$ cat config.mk
export PLATFORM = sky130hd
export DESIGN_NAME = oneshot_periodic_timer_table_flat
export DESIGN_NICKNAME = d
export VERILOG_FILES = /design/src/hw/rtl/optt_pkg.sv /design/src/hw/rtl/optt_req_if.sv /design/src/hw/rtl/optt_rsp_if.sv /design/src/hw/rtl/oneshot_periodic_timer_table.sv /design/src/hw/rtl/optt_slot_mem.sv /design/src/hw/rtl/optt_free_find.sv /design/src/flat_wrapper.sv
export SDC_FILE = /design/constraint.sdc
export NUM_CORES = 2
export LEC_CHECK = 0
export ABC_AREA = 1
export BUFFER_PORTS_ARGS = -buffer_cell sky130_fd_sc_hd__buf_4
export CAP_MARGIN = 20
export CORE_MARGIN = 5
export CORE_UTILIZATION = 50
export DETAILED_ROUTE_END_ITERATION = 12
export PLACE_DENSITY_LB_ADDON = 0.05
export SLEW_MARGIN = 5
export SYNTH_ARGS = -nofsm -noshare
export SYNTH_HDL_FRONTEND = slang
export SYNTH_SLANG_ARGS = --single-unit
$ cat constraint.sdc
create_clock -name clk -period 11.8 [get_ports clk]
set_input_delay 0.59 -clock clk [delete_from_list [all_inputs] [get_ports clk]]
set_output_delay 0.59 -clock clk [all_outputs]
set_load 0.05 [all_outputs]
$ cat src/hw/rtl/optt_pkg.sv
// Shared types and codes for the timer table.
// No dependencies; used by every file of the block but optt_free_find.
`timescale 1ns / 1ps

package optt_pkg;

	typedef enum logic [1:0] {
		MODE_TICK    = 2'd0,
		MODE_ONESHOT = 2'd1,
		MODE_REPEAT  = 2'd2,
		MODE_CANCEL  = 2'd3
	} mode_t;

	localparam logic [1:0] KIND_STARTED = 2'd0;
	localparam logic [1:0] KIND_EXPIRED = 2'd1;
	localparam logic [1:0] KIND_REJECT  = 2'd2;

	localparam int unsigned TIME_W  = 32;
	localparam int unsigned DUR_W   = 24;
	localparam int unsigned IDENT_W = 16;

	// One slot of the table memory.
	typedef struct packed {
		logic               rep;
		logic [TIME_W-1:0]  deadline;
		logic [DUR_W-1:0]   interval;
		logic [IDENT_W-1:0] ident;
	} slot_t;

endpackage

$ cat src/hw/rtl/optt_req_if.sv
// Request channel of the timer table: valid/ready plus item payload.
// Depends on optt_pkg.
`timescale 1ns / 1ps

interface optt_req_if;
	logic                         valid;
	logic                         ready;
	logic [1:0]                   mode;
	logic [optt_pkg::DUR_W-1:0]   duration;
	logic [optt_pkg::IDENT_W-1:0] cancel_id;

	modport source (output valid, mode, duration, cancel_id, input ready);
	modport sink (input valid, mode, duration, cancel_id, output ready);
endinterface

$ cat src/hw/rtl/optt_rsp_if.sv
// Result channel of the timer table: valid/ready plus result payload.
// Depends on optt_pkg.
`timescale 1ns / 1ps

interface optt_rsp_if;
	logic                         valid;
	logic                         ready;
	logic [1:0]                   kind;
	logic [optt_pkg::IDENT_W-1:0] timer_id;
	logic                         last;

	modport source (output valid, kind, timer_id, last, input ready);
	modport sink (input valid, kind, timer_id, last, output ready);
endinterface

$ cat src/hw/rtl/oneshot_periodic_timer_table.sv
// Timer table top level: sequencer, valid bits and result register.
// Depends on optt_pkg, optt_req_if, optt_rsp_if, optt_slot_mem, optt_free_find.
`timescale 1ns / 1ps

// A start item is answered in the cycle after it is taken and leaves the block
// in idle. Tick and cancel items walk the slot memory one slot per cycle
// through its single read port while the result side keeps up, then a flush
// step hands out a held expiry; each expiry after the first waits for the
// previous result to be taken. Expiries come out in slot order, the final
// result of an item carries last. No clearing pass is needed after reset:
// slot occupancy lives in flip-flops that reset clears.
module oneshot_periodic_timer_table #(
	parameter int unsigned SLOTS = 16
) (
	input  logic        clk,
	input  logic        arst_n,
	optt_req_if.sink    req,
	optt_rsp_if.source  rsp
);

	localparam int unsigned IDX_W = (SLOTS > 1) ? $clog2(SLOTS) : 1;

	typedef enum logic [1:0] {ST_IDLE, ST_SCAN, ST_FLUSH} state_t;

	state_t                       state_q;
	logic [SLOTS-1:0]             valid_q;
	logic [optt_pkg::TIME_W-1:0]  now_q;
	logic [optt_pkg::IDENT_W-1:0] next_id_q;
	logic [optt_pkg::IDENT_W-1:0] cancel_q;
	logic                         tick_q;
	logic [IDX_W-1:0]             idx_q;
	logic                         pend_q;
	logic [optt_pkg::IDENT_W-1:0] pend_id_q;
	logic                         rsp_valid_q;
	logic [1:0]                   rsp_kind_q;
	logic [optt_pkg::IDENT_W-1:0] rsp_id_q;
	logic                         rsp_last_q;

	logic                         acc;
	logic                         out_free;
	logic                         is_tick;
	logic                         is_cancel;
	logic                         is_start;
	logic                         free_found;
	logic [IDX_W-1:0]             free_idx;
	optt_pkg::slot_t              entry;
	logic [optt_pkg::TIME_W-1:0]  diff;
	logic                         slot_on;
	logic                         fire;
	logic                         hit;
	logic                         advance;
	logic                         last_slot;
	logic                         rd_en;
	logic [IDX_W-1:0]             rd_addr;
	logic                         wr_en;
	logic [IDX_W-1:0]             wr_addr;
	optt_pkg::slot_t              wr_data;

	assign out_free  = !rsp_valid_q || rsp.ready;
	assign req.ready = (state_q == ST_IDLE) && out_free;
	assign acc       = req.valid && req.ready;
	assign is_tick   = req.mode == optt_pkg::MODE_TICK;
	assign is_cancel = req.mode == optt_pkg::MODE_CANCEL;
	assign is_start  = !is_tick && !is_cancel;

	optt_free_find #(.SLOTS(SLOTS), .IDX_W(IDX_W)) u_free (
		.valid (valid_q),
		.found (free_found),
		.idx   (free_idx)
	);

	// entry holds the slot at idx_q while scanning
	assign diff      = now_q - entry.deadline;
	assign slot_on   = valid_q[idx_q];
	assign fire      = tick_q && slot_on && !diff[optt_pkg::TIME_W-1];
	assign hit       = !tick_q && slot_on && (entry.ident == cancel_q);
	assign advance   = !(fire && pend_q && !out_free);
	assign last_slot = idx_q == IDX_W'(SLOTS - 1);

	assign rd_en   = (acc && !is_start) || (state_q == ST_SCAN && advance && !last_slot);
	assign rd_addr = acc ? '0 : IDX_W'(idx_q + 1'b1);

	always_comb begin
		if (state_q == ST_SCAN) begin
			wr_en            = fire && advance && entry.rep;
			wr_addr          = idx_q;
			wr_data          = entry;
			wr_data.deadline = entry.deadline + {8'd0, entry.interval};
		end else begin
			wr_en            = acc && is_start && free_found;
			wr_addr          = free_idx;
			wr_data.rep      = req.mode == optt_pkg::MODE_REPEAT;
			wr_data.deadline = now_q + {8'd0, req.duration};
			wr_data.interval = req.duration;
			wr_data.ident    = next_id_q;
		end
	end

	optt_slot_mem #(.SLOTS(SLOTS), .IDX_W(IDX_W)) u_mem (
		.clk     (clk),
		.wr_en   (wr_en),
		.wr_addr (wr_addr),
		.wr_data (wr_data),
		.rd_en   (rd_en),
		.rd_addr (rd_addr),
		.rd_data (entry)
	);

	always_ff @(posedge clk or negedge arst_n) begin
		if (!arst_n) begin
			state_q     <= ST_IDLE;
			valid_q     <= '0;
			now_q       <= '0;
			next_id_q   <= '0;
			cancel_q    <= '0;
			tick_q      <= 1'b0;
			idx_q       <= '0;
			pend_q      <= 1'b0;
			pend_id_q   <= '0;
			rsp_valid_q <= 1'b0;
			rsp_kind_q  <= optt_pkg::KIND_STARTED;
			rsp_id_q    <= '0;
			rsp_last_q  <= 1'b0;
		end else begin
			if (rsp.ready) begin
				rsp_valid_q <= 1'b0;
			end
			unique case (state_q)
				ST_IDLE: begin
					if (acc) begin
						priority if (is_tick) begin
							now_q   <= now_q + 1'b1;
							tick_q  <= 1'b1;
							idx_q   <= '0;
							state_q <= ST_SCAN;
						end else if (is_cancel) begin
							cancel_q <= req.cancel_id;
							tick_q   <= 1'b0;
							idx_q    <= '0;
							state_q  <= ST_SCAN;
						end else begin
							rsp_valid_q <= 1'b1;
							rsp_last_q  <= 1'b1;
							if (free_found) begin
								valid_q[free_idx] <= 1'b1;
								rsp_kind_q        <= optt_pkg::KIND_STARTED;
								rsp_id_q          <= next_id_q;
								next_id_q         <= next_id_q + 1'b1;
							end else begin
								rsp_kind_q <= optt_pkg::KIND_REJECT;
								rsp_id_q   <= '0;
							end
						end
					end
				end
				ST_SCAN: begin
					if (advance) begin
						if (fire) begin
							// previous expiry is known not to be the last one
							if (pend_q) begin
								rsp_valid_q <= 1'b1;
								rsp_kind_q  <= optt_pkg::KIND_EXPIRED;
								rsp_id_q    <= pend_id_q;
								rsp_last_q  <= 1'b0;
							end
							pend_q    <= 1'b1;
							pend_id_q <= entry.ident;
							if (!entry.rep) begin
								valid_q[idx_q] <= 1'b0;
							end
						end
						if (hit) begin
							valid_q[idx_q] <= 1'b0;
						end
						if (last_slot) begin
							state_q <= ST_FLUSH;
						end else begin
							idx_q <= IDX_W'(idx_q + 1'b1);
						end
					end
				end
				ST_FLUSH: begin
					if (!pend_q) begin
						state_q <= ST_IDLE;
					end else if (out_free) begin
						rsp_valid_q <= 1'b1;
						rsp_kind_q  <= optt_pkg::KIND_EXPIRED;
						rsp_id_q    <= pend_id_q;
						rsp_last_q  <= 1'b1;
						pend_q      <= 1'b0;
						state_q     <= ST_IDLE;
					end
				end
				default: begin
					state_q <= ST_IDLE;
				end
			endcase
		end
	end

	assign rsp.valid    = rsp_valid_q;
	assign rsp.kind     = rsp_kind_q;
	assign rsp.timer_id = rsp_id_q;
	assign rsp.last     = rsp_last_q;

	// a held expiry never survives into idle
	a_pend_idle: assert property (@(posedge clk) disable iff (!arst_n)
		pend_q |-> state_q != ST_IDLE)
		else $error("pending expiry left behind in idle");

	// a successful start occupies exactly one more slot
	a_start_fill: assert property (@(posedge clk) disable iff (!arst_n)
		(acc && is_start && free_found) |=>
		$countones(valid_q) == $countones($past(valid_q)) + 1)
		else $error("start did not occupy one slot");

	// start answers are always single results
	a_start_last: assert property (@(posedge clk) disable iff (!arst_n)
		(rsp.valid && rsp.kind != optt_pkg::KIND_EXPIRED) |-> rsp.last)
		else $error("start answer without last");

	// time moves by one per tick and only then
	a_now_step: assert property (@(posedge clk) disable iff (!arst_n)
		(acc && is_tick) |=> now_q == $past(now_q) + 1'b1)
		else $error("time counter did not advance on tick");

	// no slot memory write outside a tick walk or a taken start
	a_wr_scope: assert property (@(posedge clk) disable iff (!arst_n)
		wr_en |-> (state_q == ST_SCAN && tick_q) || (state_q == ST_IDLE && acc))
		else $error("stray slot memory write");

endmodule

$ cat src/hw/rtl/optt_slot_mem.sv
// Slot memory: one write port, one read port, registered read data.
// Depends on optt_pkg.
`timescale 1ns / 1ps

module optt_slot_mem #(
	parameter int unsigned SLOTS = 16,
	parameter int unsigned IDX_W = 4
) (
	input  logic                clk,
	input  logic                wr_en,
	input  logic [IDX_W-1:0]    wr_addr,
	input  optt_pkg::slot_t     wr_data,
	input  logic                rd_en,
	input  logic [IDX_W-1:0]    rd_addr,
	output optt_pkg::slot_t     rd_data
);

	optt_pkg::slot_t mem [SLOTS];
	optt_pkg::slot_t rd_data_q;

	always_ff @(posedge clk) begin
		if (wr_en) begin
			mem[wr_addr] <= wr_data;
		end
	end

	// read data holds between reads
	always_ff @(posedge clk) begin
		if (rd_en) begin
			rd_data_q <= mem[rd_addr];
		end
	end

	assign rd_data = rd_data_q;

endmodule

$ cat src/hw/rtl/optt_free_find.sv
// Lowest free slot search over the valid bits.
// Depends on nothing but its parameters.
`timescale 1ns / 1ps

module optt_free_find #(
	parameter int unsigned SLOTS = 16,
	parameter int unsigned IDX_W = 4
) (
	input  logic [SLOTS-1:0] valid,
	output logic             found,
	output logic [IDX_W-1:0] idx
);

	always_comb begin
		found = 1'b0;
		idx   = '0;
		for (int i = SLOTS - 1; i >= 0; i--) begin
			if (!valid[i]) begin
				found = 1'b1;
				idx   = IDX_W'(i);
			end
		end
	end

endmodule

$ cat src/flat_wrapper.sv
// flat-port wrapper written by rule: the top's interface ports become plain ports
module oneshot_periodic_timer_table_flat 
#(
	parameter int unsigned SLOTS = 16
)
  (clk, arst_n, req_valid, req_mode, req_duration, req_cancel_id, req_ready, rsp_valid, rsp_kind, rsp_timer_id, rsp_last, rsp_ready);
  optt_req_if req_i ();
  optt_rsp_if rsp_i ();
  input  logic clk;
  input  logic arst_n;
  input wire logic [$bits(req_i.valid)-1:0] req_valid;
  input wire logic [$bits(req_i.mode)-1:0] req_mode;
  input wire logic [$bits(req_i.duration)-1:0] req_duration;
  input wire logic [$bits(req_i.cancel_id)-1:0] req_cancel_id;
  output wire logic [$bits(req_i.ready)-1:0] req_ready;
  output wire logic [$bits(rsp_i.valid)-1:0] rsp_valid;
  output wire logic [$bits(rsp_i.kind)-1:0] rsp_kind;
  output wire logic [$bits(rsp_i.timer_id)-1:0] rsp_timer_id;
  output wire logic [$bits(rsp_i.last)-1:0] rsp_last;
  input wire logic [$bits(rsp_i.ready)-1:0] rsp_ready;
  assign req_i.valid = req_valid;
  assign req_i.mode = req_mode;
  assign req_i.duration = req_duration;
  assign req_i.cancel_id = req_cancel_id;
  assign req_ready = req_i.ready;
  assign rsp_valid = rsp_i.valid;
  assign rsp_kind = rsp_i.kind;
  assign rsp_timer_id = rsp_i.timer_id;
  assign rsp_last = rsp_i.last;
  assign rsp_i.ready = rsp_ready;
  oneshot_periodic_timer_table #(.SLOTS(SLOTS)) u_core (.clk(clk), .arst_n(arst_n), .req(req_i), .rsp(rsp_i));
endmodule
==> impl_metrics.toml <==
[status]
status = "finished, final reports clean"

[worst_setup_path]
crit-reg2reg-launch = "u_core.state_q[1]$_DFFE_PN0P_"
r2r_setup_slack_ns = 6.67
start_kind = "register"
worst_ep_arrival_time_ns = 5.51
path_max_fanout = 42
worstSetupEndpointType = "register"
critical_path.cell_chain = "inv_1, ha_4, inv_2, buf_4, nor2_1, a21oi_1, nand3_1, nor2_4, buf_4, buf_4"
r2r_end = "u_core.u_mem.mem[5][23]$_DFFE_PP_"
slowest_stage = "nor2_4"
critPathBufInv = 5
cp_data_required_time_ns = 12.18
rr_worst_depth = 10
worst-setup-path-type = "reg -> reg"
max_stage_delay_ns = 0.70
path_common_cell = "buf_4"
critPathTopFamily = "buffers and inverters"

[min_path]
holdCritPathClass = "in -> reg"
hold_depth = 3
worst_hold_path.endpoint = "u_core.cancel_q[5]$_DFFE_PN0P_"
min-delay-start = "req_cancel_id[5]"

[die]
die_w_um = 355.1
dieArea_sq_mm = 0.1261
coreArea_sq_mm = 0.1182
dieHeight_um = 355.1
num_rows = 126
ios = 67
start_util_pct = 50.35

[finish]
areaGrowthSynthToFinish_pct = 11.75
diodes = 0
area.sequential_sq_mm = 0.04037
multi_input_area_sq_mm = 0.01736
final_common_cell = "edfxtp_1"
num-fill-cells = 9873
fin_nets = 5327
instances_no_fill = 6841
final_layout_size_suffix_gt1_share_pct = 11.61
mostFrequentLayoutCells = "1241 x edfxtp_1, 906 x nand2_1, 727 x nor2_1, 295 x o21ai_0, 208 x inv_1"

[sta]
fin_crit_sh_pct = 43.47
fmax_mhz = 195.0
worst_pin_slew_ns = 1.082
relSlewSlack_pct = 27.41
rsz0062_at_grt = "false"
skew_ns = 0.02555
finalHoldViolations = 0
tns_ns = 0
finalMaxSlewViolations = 0
setup_viol_count_final = 0
min_period_ns = 5.129

[logic_synthesis]
yosys_warnings = 0
syn-cell-area_sq_mm = 0.05953
syn_avg_cell_area_sq_um = 11.58
synth_top_area_cell = "edfxtp_1"
synth_cell_types = 58
synth_flop_cell = "edfxtp_1"
ys_ff_latch = 1365
synthArstFlopShare_pct = 9.084
synth_edf_count = 1241
synthTopCellsByArea = "edfxtp_1 63%, nand2_1 5.7%, dfrtp_1 5.2%, nor2_1 4.7%, o21ai_0 2.5%"
yosys.area.top_type_share_pct = 62.60
syn_nets = 5280
synthCells = 5141
ys_seq_area_share_pct = 67.81

[drt]
via_count = 39370
drtIter0Drc = 3658
wl_um = 157400
dr.pass1.iters = 6
drc = 0
ant_nets = 0
wl_per_cell_um = 23.00
vias_per_cell = 5.755

[placement]
io_buffers = 66
dpl.cell_count = 6558
post-dp-hpwl_um = 88240
globalplace.congestion = 0.9060

[clock_network]
cts_tree = "done"
post_cts_buffers = 0
cts_root_buf = "clkbuf_16"
numCtsBuffers = 150
clk_latency_ns = 0.77
path_clk_slew_ns = 0.05
cts_max_level = 4
clock_sinks = 1365
cts_max_path_buffers = 3

[grt]
track_usage_pct = 24.62
first_global_vias = 37560
grt_pass1_wl_um = 236600
grt_max_degree = 186
overflow = 0
grt_antenna_before_repair = 1

[power_and_ir_drop]
p_leak_nw = 23.97
peakVddDrop_uv = 228.7
power.density_mw_per_mm2 = 270.7

[job]
maxCapViolations = 0
[area by class of cell]
type / instances / share of cell area (%)
sequential: 1365 / 60.68
multi-input combinational: 3281 / 26.09
clock buffer: 186 / 5.922
tap: 1536 / 2.889
timing repair buffer: 170 / 2.063
inverter: 220 / 1.273
clock inverter: 83 / 1.083
[flip-flops by register name, summed over array words and instances, names as in the netlist]
register              cells
u_core.valid_q           16
u_core.state_q            2
u_core.pend_id_q         16
u_core.now_q             32
u_core.rsp.last           1
u_core.tick_q             1
u_core.cancel_q          16
u_core.pend_q             1
u_core.u_mem.rd_data     73
u_core.u_mem.mem       1168
u_core.rsp.valid          1
u_core.rsp.timer_id      16
u_core.rsp.kind           2
u_core.idx_q              4
u_core.next_id_q         16
[stage by stage]
step                instance area (sq um)  power (W)  setup WS [ns]  hold slack [ns]  utilization (%)
floorplan                           59530    0.01145          4.506           0.2944                -
global placement                    61710    0.01357          6.796           0.4535            52.19
finish                              66530    0.01801          6.671          0.05951            56.27
global route                        66530    0.01904          6.276          0.02080            56.27
detailed placement                  61730    0.01361          6.729           0.4568            52.21
CTS                                 66490    0.01811          6.673        0.0003563            56.23
[power by group]
group          switching [W]  total [W]  internal [W]
logic                0.00466    0.00637       0.00171
clock network        0.00188    0.00447       0.00259
registers           0.000304    0.00717       0.00686
[worst register-to-register path, cell delays in order (launching register included)]
cell,delay (ns)
dfrtp_1,0.39
inv_1,0.10
ha_4,0.29
inv_2,0.64
buf_4,0.63
nor2_1,0.13
a21oi_1,0.29
nand3_1,0.39
nor2_4,0.70
buf_4,0.44
buf_4,0.71
[logic make-up after synthesis]
family	after synthesis	share of synthesized area [%]
AOI/OAI and AO/OA	1011	10.88
xor gates and xnor gates	65	0.9562
adders and majority gates	93	1.980
buffers and inverters	495	3.329
DFF	1365	67.81
muxes	9	0.1681
and+or+nand+nor	2103	14.88
[worst max-delay path by stage]
stage	startpoint	end	slack, ns	cells past startpoint
after floorplan	u_core.u_mem.rd_data[64]$_DFFE_PP_	u_core.u_mem.rd_data[0]$_DFFE_PP_	4.51	15
after global placement	u_core.u_mem.rd_data[66]$_DFFE_PP_	u_core.u_mem.mem[5][22]$_DFFE_PP_	6.80	16
after detailed placement	u_core.now_q[16]$_DFFE_PN0P_	u_core.u_mem.mem[4][47]$_DFFE_PP_	6.73	18
after CTS	u_core.now_q[16]$_DFFE_PN0P_	u_core.u_mem.mem[4][22]$_DFFE_PP_	6.67	18
after global routing	u_core.now_q[16]$_DFFE_PN0P_	u_core.u_mem.mem[7][23]$_DFFE_PP_	6.28	18
final	u_core.state_q[1]$_DFFE_PN0P_	u_core.u_mem.mem[5][23]$_DFFE_PP_	6.67	10
[synth_stat cells (5+ instances only)]
cell type and number:
xor2_1 47, o311ai_0 13, nand4_1 14, buf_2 71, nand2_1 907, o21ai_2 10
edfxtp_1 1241, dfrtp_1 124, a211oi_1 132, nor3_1 173, a21oi_1 124, or2_2 167
o21ai_0 300, nor2_4 7, buf_1 13, nor4_1 7, nand3_1 54, mux2_2 8
inv_2 10, xnor2_1 18, clkbuf_1 184, a31oi_1 5, o21bai_1 11, ha_1 91
o211ai_1 164, o31ai_1 147, o22ai_1 75, nor2_1 745, inv_1 209, a21o_1 11
[layer usage]
| layer | GRT usage (%) | wire length, um |
|---|---|---|
| met5 | 0 | 0 |
| met4 | 6.353 | 3421 |
| met3 | 3.670 | 8688 |
| met2 | 39.10 | 73290 |
| met1 | 36.00 | 71950 |
[repair_timing]
action	4_1_cts	5_1_grt
hold buffers	9	0
resized for setup	0	0
endpoints found under the hold margin	81	0
No activity file was read; power rests on OpenSTA's default activity.
